[config.mk]
export PLATFORM = sky130hd
export DESIGN_NAME = fct_ctrl
export DESIGN_NICKNAME = d
export VERILOG_FILES = /design/src/hw/rtl/assert_macros.svh /design/src/hw/rtl/fct_pkg.sv /design/src/hw/rtl/fct_ctrl.sv
export SDC_FILE = /design/constraint.sdc
export NUM_CORES = 1
export LEC_CHECK = 0
export BUFFER_PORTS_ARGS = -buffer_cell sky130_fd_sc_hd__buf_4
export CAP_MARGIN = 20
export CORE_UTILIZATION = 53
export CTS_CLUSTER_DIAMETER = 150
export DETAILED_ROUTE_END_ITERATION = 12
export PLACE_DENSITY = 0.83
export SYNTH_ARGS = -nofsm -noshare
export SYNTH_HDL_FRONTEND = slang
export SYNTH_SLANG_ARGS = --single-unit
[constraint.sdc]
create_clock -name clk -period 4.04 [get_ports clk]
set_clock_uncertainty 0.2 [all_clocks]
set_input_delay 0.202 -clock clk [delete_from_list [all_inputs] [get_ports clk]]
set_output_delay 0.202 -clock clk [all_outputs]
set_load 0.01 [all_outputs]
[src/hw/rtl/assert_macros.svh]
// Assertion macros used by the RTL top level of the cluster table engine.
// No dependencies; include by bare file name.
`ifndef ASSERT_MACROS_SVH
`define ASSERT_MACROS_SVH

// Same-cycle implication, disabled while reset is asserted.
`define CHK_IMPLY(lbl, clk, rst_n, ante, cons, msg) \
	lbl: assert property (@(posedge clk) disable iff (!rst_n) (ante) |-> (cons)) \
		else $error(msg);

// Next-cycle implication, disabled while reset is asserted.
`define CHK_NEXT(lbl, clk, rst_n, ante, cons, msg) \
	lbl: assert property (@(posedge clk) disable iff (!rst_n) (ante) |=> (cons)) \
		else $error(msg);

`endif

[src/hw/rtl/fct_pkg.sv]
// Shared types and constants for the FAT16 cluster table engine.
// No dependencies; imported by the controller, the datapath and the top level.
`timescale 1ns / 1ps
`default_nettype none

package fct_pkg;

	localparam int unsigned TABLE_ENTRIES_DEF = 4096;
	localparam int unsigned CNT_W             = 12;
	localparam logic [CNT_W-1:0] COUNT_RESET  = 12'd4094;

	localparam logic [15:0] END_OF_CHAIN  = 16'hFFFF;
	localparam logic [15:0] CHAIN_END_MIN = 16'hFFF8;
	localparam logic [15:0] FIRST_DATA    = 16'd2;

	localparam logic [1:0] OP_ALLOC = 2'd0;
	localparam logic [1:0] OP_FREE  = 2'd1;
	localparam logic [1:0] OP_NEXT  = 2'd2;

	localparam logic [1:0] ST_OK   = 2'd0;
	localparam logic [1:0] ST_FULL = 2'd1;
	localparam logic [1:0] ST_BAD  = 2'd2;

	typedef struct packed {
		logic [1:0]  operation;
		logic [15:0] cluster;
	} req_t;

	typedef struct packed {
		logic [1:0]  status;
		logic [15:0] cluster_out;
	} rsp_t;

	typedef enum logic [1:0] {CUR_HOLD, CUR_FIRST, CUR_INC, CUR_LINK} cur_sel_t;
	typedef enum logic [1:0] {RD_CUR, RD_PREV, RD_NEXT, RD_LINK} rd_sel_t;
	typedef enum logic [1:0] {WA_CUR, WA_PREV, WA_CLR} wa_sel_t;
	typedef enum logic [1:0] {WD_ZERO, WD_EOC, WD_CUR} wd_sel_t;
	typedef enum logic [1:0] {RES_ZERO, RES_CUR, RES_RD} res_sel_t;

	typedef struct packed {
		logic       load;
		cur_sel_t   cur_sel;
		logic       rd_en;
		rd_sel_t    rd_sel;
		logic       wr_en;
		wa_sel_t    wa_sel;
		wd_sel_t    wd_sel;
		logic       clr_adv;
		logic       res_load;
		logic [1:0] res_status;
		res_sel_t   res_sel;
		logic       out_push;
	} cmd_t;

	typedef struct packed {
		logic [1:0] op;
		logic       prev_zero;
		logic       prev_data;
		logic       cur_data;
		logic       cur_last;
		logic       rd_zero;
		logic       rd_end;
		logic       link_data;
		logic       link_self;
		logic       clr_done;
		logic       slot_free;
	} stat_t;

endpackage

`default_nettype wire

[src/hw/rtl/fct_ctrl.sv]
// Controller state machine: sequences the clear pass, allocate scan, chain walk and lookup.
// Depends on fct_pkg; drives fct_datapath through cmd_t.
`timescale 1ns / 1ps
`default_nettype none

module fct_ctrl (
	input  wire logic           clk,
	input  wire logic           arst_n,
	input  wire logic           req_valid,
	output logic                req_stall,
	input  wire fct_pkg::stat_t stat,
	output fct_pkg::cmd_t       cmd
);
	import fct_pkg::*;

	typedef enum logic [9:0] {
		S_CLEAR     = 10'b0000000001,
		S_IDLE      = 10'b0000000010,
		S_DECODE    = 10'b0000000100,
		S_ALC_PREV  = 10'b0000001000,
		S_ALC_START = 10'b0000010000,
		S_ALC_SCAN  = 10'b0000100000,
		S_ALC_LINK  = 10'b0001000000,
		S_FREE_CHK  = 10'b0010000000,
		S_NEXT_RD   = 10'b0100000000,
		S_RESP      = 10'b1000000000
	} state_t;

	state_t state_q, state_d;

	always_ff @(posedge clk or negedge arst_n) begin
		if (!arst_n) begin
			state_q <= S_CLEAR;
		end else begin
			state_q <= state_d;
		end
	end

	assign req_stall = (state_q != S_IDLE);

	always_comb begin
		state_d        = state_q;
		cmd            = '0;
		cmd.cur_sel    = CUR_HOLD;
		cmd.rd_sel     = RD_CUR;
		cmd.wa_sel     = WA_CUR;
		cmd.wd_sel     = WD_ZERO;
		cmd.res_status = ST_BAD;
		cmd.res_sel    = RES_ZERO;
		unique case (state_q)
			S_CLEAR: begin
				cmd.wr_en   = 1'b1;
				cmd.wa_sel  = WA_CLR;
				cmd.clr_adv = 1'b1;
				if (stat.clr_done) begin
					state_d = S_IDLE;
				end
			end
			S_IDLE: begin
				if (req_valid) begin
					cmd.load = 1'b1;
					state_d  = S_DECODE;
				end
			end
			S_DECODE: begin
				// prev and cur both hold the request cluster here
				unique case (stat.op)
					OP_ALLOC: begin
						if (!stat.prev_zero) begin
							if (stat.prev_data) begin
								cmd.rd_en  = 1'b1;
								cmd.rd_sel = RD_PREV;
								state_d    = S_ALC_PREV;
							end else begin
								cmd.res_load = 1'b1;
								state_d      = S_RESP;
							end
						end else begin
							cmd.cur_sel = CUR_FIRST;
							state_d     = S_ALC_START;
						end
					end
					OP_FREE: begin
						if (stat.prev_zero) begin
							cmd.res_load   = 1'b1;
							cmd.res_status = ST_OK;
							state_d        = S_RESP;
						end else if (stat.cur_data) begin
							cmd.rd_en = 1'b1;
							state_d   = S_FREE_CHK;
						end else begin
							cmd.res_load = 1'b1;
							state_d      = S_RESP;
						end
					end
					OP_NEXT: begin
						if (stat.cur_data) begin
							cmd.rd_en = 1'b1;
							state_d   = S_NEXT_RD;
						end else begin
							cmd.res_load = 1'b1;
							state_d      = S_RESP;
						end
					end
					default: begin
						cmd.res_load = 1'b1;
						state_d      = S_RESP;
					end
				endcase
			end
			S_ALC_PREV: begin
				if (stat.rd_zero) begin
					cmd.res_load = 1'b1;
					state_d      = S_RESP;
				end else begin
					cmd.cur_sel = CUR_FIRST;
					state_d     = S_ALC_START;
				end
			end
			S_ALC_START: begin
				// a zero count leaves cur above last: report full
				if (!stat.cur_data) begin
					cmd.res_load   = 1'b1;
					cmd.res_status = ST_FULL;
					state_d        = S_RESP;
				end else begin
					cmd.rd_en = 1'b1;
					state_d   = S_ALC_SCAN;
				end
			end
			S_ALC_SCAN: begin
				if (stat.rd_zero) begin
					cmd.wr_en  = 1'b1;
					cmd.wd_sel = WD_EOC;
					if (stat.prev_zero) begin
						cmd.res_load   = 1'b1;
						cmd.res_status = ST_OK;
						cmd.res_sel    = RES_CUR;
						state_d        = S_RESP;
					end else begin
						state_d = S_ALC_LINK;
					end
				end else if (stat.cur_last) begin
					cmd.res_load   = 1'b1;
					cmd.res_status = ST_FULL;
					state_d        = S_RESP;
				end else begin
					cmd.cur_sel = CUR_INC;
					cmd.rd_en   = 1'b1;
					cmd.rd_sel  = RD_NEXT;
				end
			end
			S_ALC_LINK: begin
				cmd.wr_en      = 1'b1;
				cmd.wa_sel     = WA_PREV;
				cmd.wd_sel     = WD_CUR;
				cmd.res_load   = 1'b1;
				cmd.res_status = ST_OK;
				cmd.res_sel    = RES_CUR;
				state_d        = S_RESP;
			end
			S_FREE_CHK: begin
				if (stat.rd_zero) begin
					cmd.res_load = 1'b1;
					state_d      = S_RESP;
				end else begin
					cmd.wr_en = 1'b1;
					if (stat.rd_end) begin
						cmd.res_load   = 1'b1;
						cmd.res_status = ST_OK;
						state_d        = S_RESP;
					end else if (!stat.link_data || stat.link_self) begin
						// a self link would find its own entry already zeroed
						cmd.res_load = 1'b1;
						state_d      = S_RESP;
					end else begin
						cmd.cur_sel = CUR_LINK;
						cmd.rd_en   = 1'b1;
						cmd.rd_sel  = RD_LINK;
					end
				end
			end
			S_NEXT_RD: begin
				cmd.res_load   = 1'b1;
				cmd.res_status = ST_OK;
				cmd.res_sel    = RES_RD;
				state_d        = S_RESP;
			end
			S_RESP: begin
				if (stat.slot_free) begin
					cmd.out_push = 1'b1;
					state_d      = S_IDLE;
				end
			end
			default: begin
				state_d = S_IDLE;
			end
		endcase
	end

endmodule

`default_nettype wire

==> flow_metrics.py <==
metrics = {
    "drt": {
        "wirelength_um": 2790,
        "drc_errors": 0,
        "ant_nets": 0,
        "wl_per_cell_um": 15.2,
        "num_vias": 1081,
        "drt_iter0_markers": 39,
        "firstDrtPassIters": 4,
        "vias_per_cell": 5.91,
    },
    "clocking": {
        "cts_sinks": 10,
        "clk_path_buf_depth": 2,
        "cts_tree": "yes",
        "cts_htree_levels": 1,
        "numCtsBuffers": 3,
        "clk_latency_ps": 270,
        "path_clk_slew_ps": 70,
        "cts_root_buffer": "clkbuf_4",
        "postCtsResizedCells": 0,
    },
    "critical_path": {
        "r2r-start": "state_q[4]$_DFFE_PN0P_",
        "path_delay_family": "simple AND/OR/NAND/NOR gates",
        "critPathLaunchType": "flip-flop",
        "worstSetupEndpointType": "primary output",
        "critical_path_arrival_ps": 2200,
        "rrSetupSlack_ps": 1880,
        "crit_required_ps": 3640,
        "worstPathCellList": "nor4_4 > and2_2 > nand4_1 > a22oi_1 > a211o_1 > buf_4",
        "critPathKind": "reg2out",
        "reg2reg_depth": 5,
        "path_max_fanout": 8,
        "r2r-end": "state_q[1]$_DFFE_PN0P_",
        "cpMaxStageDelayCell": "dfrtp_1",
        "path_buf_inv": 1,
        "cp_slowest_stage_delay_ps": 500,
    },
    "layout": {
        "design_area_sq_mm": 0.00132,
        "drive_gt1_frac": 0.335,
        "top_register": "state_q",
        "diodes": 0,
        "final_nets": 174,
        "n_fill_cell": 144,
        "stdcell_count": 183,
        "largest_register_ffs": 10,
        "synthToLayoutAreaGrowth_pct": 29.9,
        "reg_top3": "state_q (10)",
    },
    "power_and_ir_drop": {
        "peakVddDrop_mv": 0.285,
        "power_density_mw_per_mm2": 387,
        "p_leak_nw": 0.666,
    },
    "sta": {
        "drv_slew": 0,
        "finalSetupViolCount": 0,
        "fmax_mhz": 384,
        "rsz0062_at_grt": "no",
        "worst_slew_pin_slew_ps": 456,
        "tns_ps": 0,
        "min_period_ps": 2600,
        "maxSlewHeadroom": 0.694,
        "hold_ws_ps": 34.1,
        "hold_violations": 0,
        "period_share": 0.644,
    },
    "global_routing": {
        "grt_pass1_vias": 910,
        "grt_overflow": 0,
        "grt_pass1_wl_um": 4170,
        "grt_start_max_net_pins": 12,
        "antenna_found_initial": 0,
        "grt_usage": 0.283,
    },
    "logic_synthesis": {
        "syn_avg_cell_area_sq_um": 8.17,
        "synth_top_area_share": 0.222,
        "synthDistinctLibCells": 50,
        "synth.cell_area_sq_mm": 0.00101,
        "synthCells": 124,
        "synth-seq-cells": 10,
        "synth_commonest_cells": "nor2_1, dfrtp_1, inv_1",
        "seq_area_frac_synth": 0.248,
        "synth.area.top_cells": "dfrtp_1, nor2_1, nor2b_1, nor4_4, inv_1",
        "syn_nets": 139,
        "synthArstFlopShare": 1.00,
        "synth_top_area_cell": "dfrtp_1",
        "synth-main-ff-cell": "dfrtp_1",
        "synth_edf_count": 0,
        "synth.most_common_cell": "nor2_1",
        "ys_warn_count": 0,
    },
    "die": {
        "initial_core_util": 0.574,
        "die_h_um": 45.7,
        "ios": 34,
        "die_w_um": 45.7,
        "dieArea_sq_mm": 0.00209,
        "row_count": 15,
        "coreArea_sq_mm": 0.00176,
    },
    "place": {
        "hpwl_um": 1970,
        "dp.cells": 175,
        "dpl-instance-area_sq_mm": 0.00124,
        "gp_congestion": 0.839,
        "port_buffers": 33,
    },
    "min_path": {
        "hp-class": "in2reg",
        "min_to": "state_q[7]$_DFFE_PN0P_",
        "hp-start": "stat[7]",
        "worstHoldPathCells": 2,
    },
    "run": {
        "drv_cap": 0,
    },
    "outcome": {
        "status": "finished clean",
    },
}
through the flow:
step	power, W	setup slack (ps)	util
final	0.000509	1440	0.746
after global routing	0.000541	1290	0.746
after CTS	0.000505	1470	0.746
after detailed placement	0.000406	1780	0.703
after global placement	0.000401	1800	0.703
after floorplan	0.000338	2080	-
per-layer routing:
metal	global-route usage	part of all wire	vias up
met5	0	0	-
met4	0.0941	0.019	0
met3	0.0397	0.043	9
met2	0.429	0.48	41
met1	0.412	0.46	514
li1	-	-	517
how the worst max path moves through the flow:
stage	end	from	depth (start not counted)
floorplan	state_q[1]$_DFFE_PN0P_	state_q[5]$_DFFE_PN0P_	6
global route	cmd[4]	state_q[8]$_DFFE_PN0P_	6
global placement	cmd[4]	state_q[8]$_DFFE_PN0P_	6
CTS	cmd[4]	state_q[8]$_DFFE_PN0P_	6
detailed placement	cmd[4]	state_q[8]$_DFFE_PN0P_	6
finish	cmd[4]	state_q[8]$_DFFE_PN0P_	6
what timing repair did:
| item | 4_1_cts | 5_1_grt |
|---|---|---|
| setup buffers | 0 | 0 |
| endpoints found under the setup margin | 0 | 0 |
| endpoints found under the hold margin | 13 | 0 |
| hold buffers | 4 | 0 |
placed cells by master (no fill, tap or decap), types with 2 or more instances in the layout:
cell type	netlist	routed
clkbuf_4	0	3
nor2_1	16	16
nor4_4	2	2
a211o_1	2	2
a21oi_1	3	3
nand2b_1	2	2
dlygate4sd3_1	0	4
nor3b_1	3	3
nor3_1	4	4
xnor2_1	2	2
inv_1	9	9
a31oi_1	2	2
nand4b_1	2	2
o31ai_1	2	2
buf_4	2	33
nor2_2	2	2
nand4_1	3	3
dfrtp_1	9	9
nand3_1	3	3
and3_1	4	4
nor2b_1	7	7
and4_1	3	3
o21ai_0	6	6
nand2_1	5	5
power breakdown:
| group | switching (W) | internal [W] |
|---|---|---|
| combinational | 0.000129 | 0.000130 |
| clock | 0.0000410 | 0.0000548 |
| sequential | 0.0000416 | 0.000113 |
| total | 0.000211 | 0.000298 |
layout make-up:
type / instances / area [sq um] / share of cell area
clock buffers: 4 / 36.3 / 0.0276
repair buffers: 37 / 288 / 0.219
flip-flops and latches: 10 / 251 / 0.191
inverters: 9 / 33.8 / 0.0257
well taps: 25 / 31.3 / 0.0238
multi-input cells: 98 / 676 / 0.513
cell families (layout without fill, tap and decap cells):
group / Yosys count / count (layout) / share of synthesized area
xor+xnor: 2 / 2 / 0.0173
mux: 2 / 2 / 0.0247
simple gates: 70 / 70 / 0.459
flops: 10 / 10 / 0.248
compound gates: 24 / 24 / 0.165
buf+inv: 16 / 50 / 0.0852
Power figures use the tool's default switching activity.
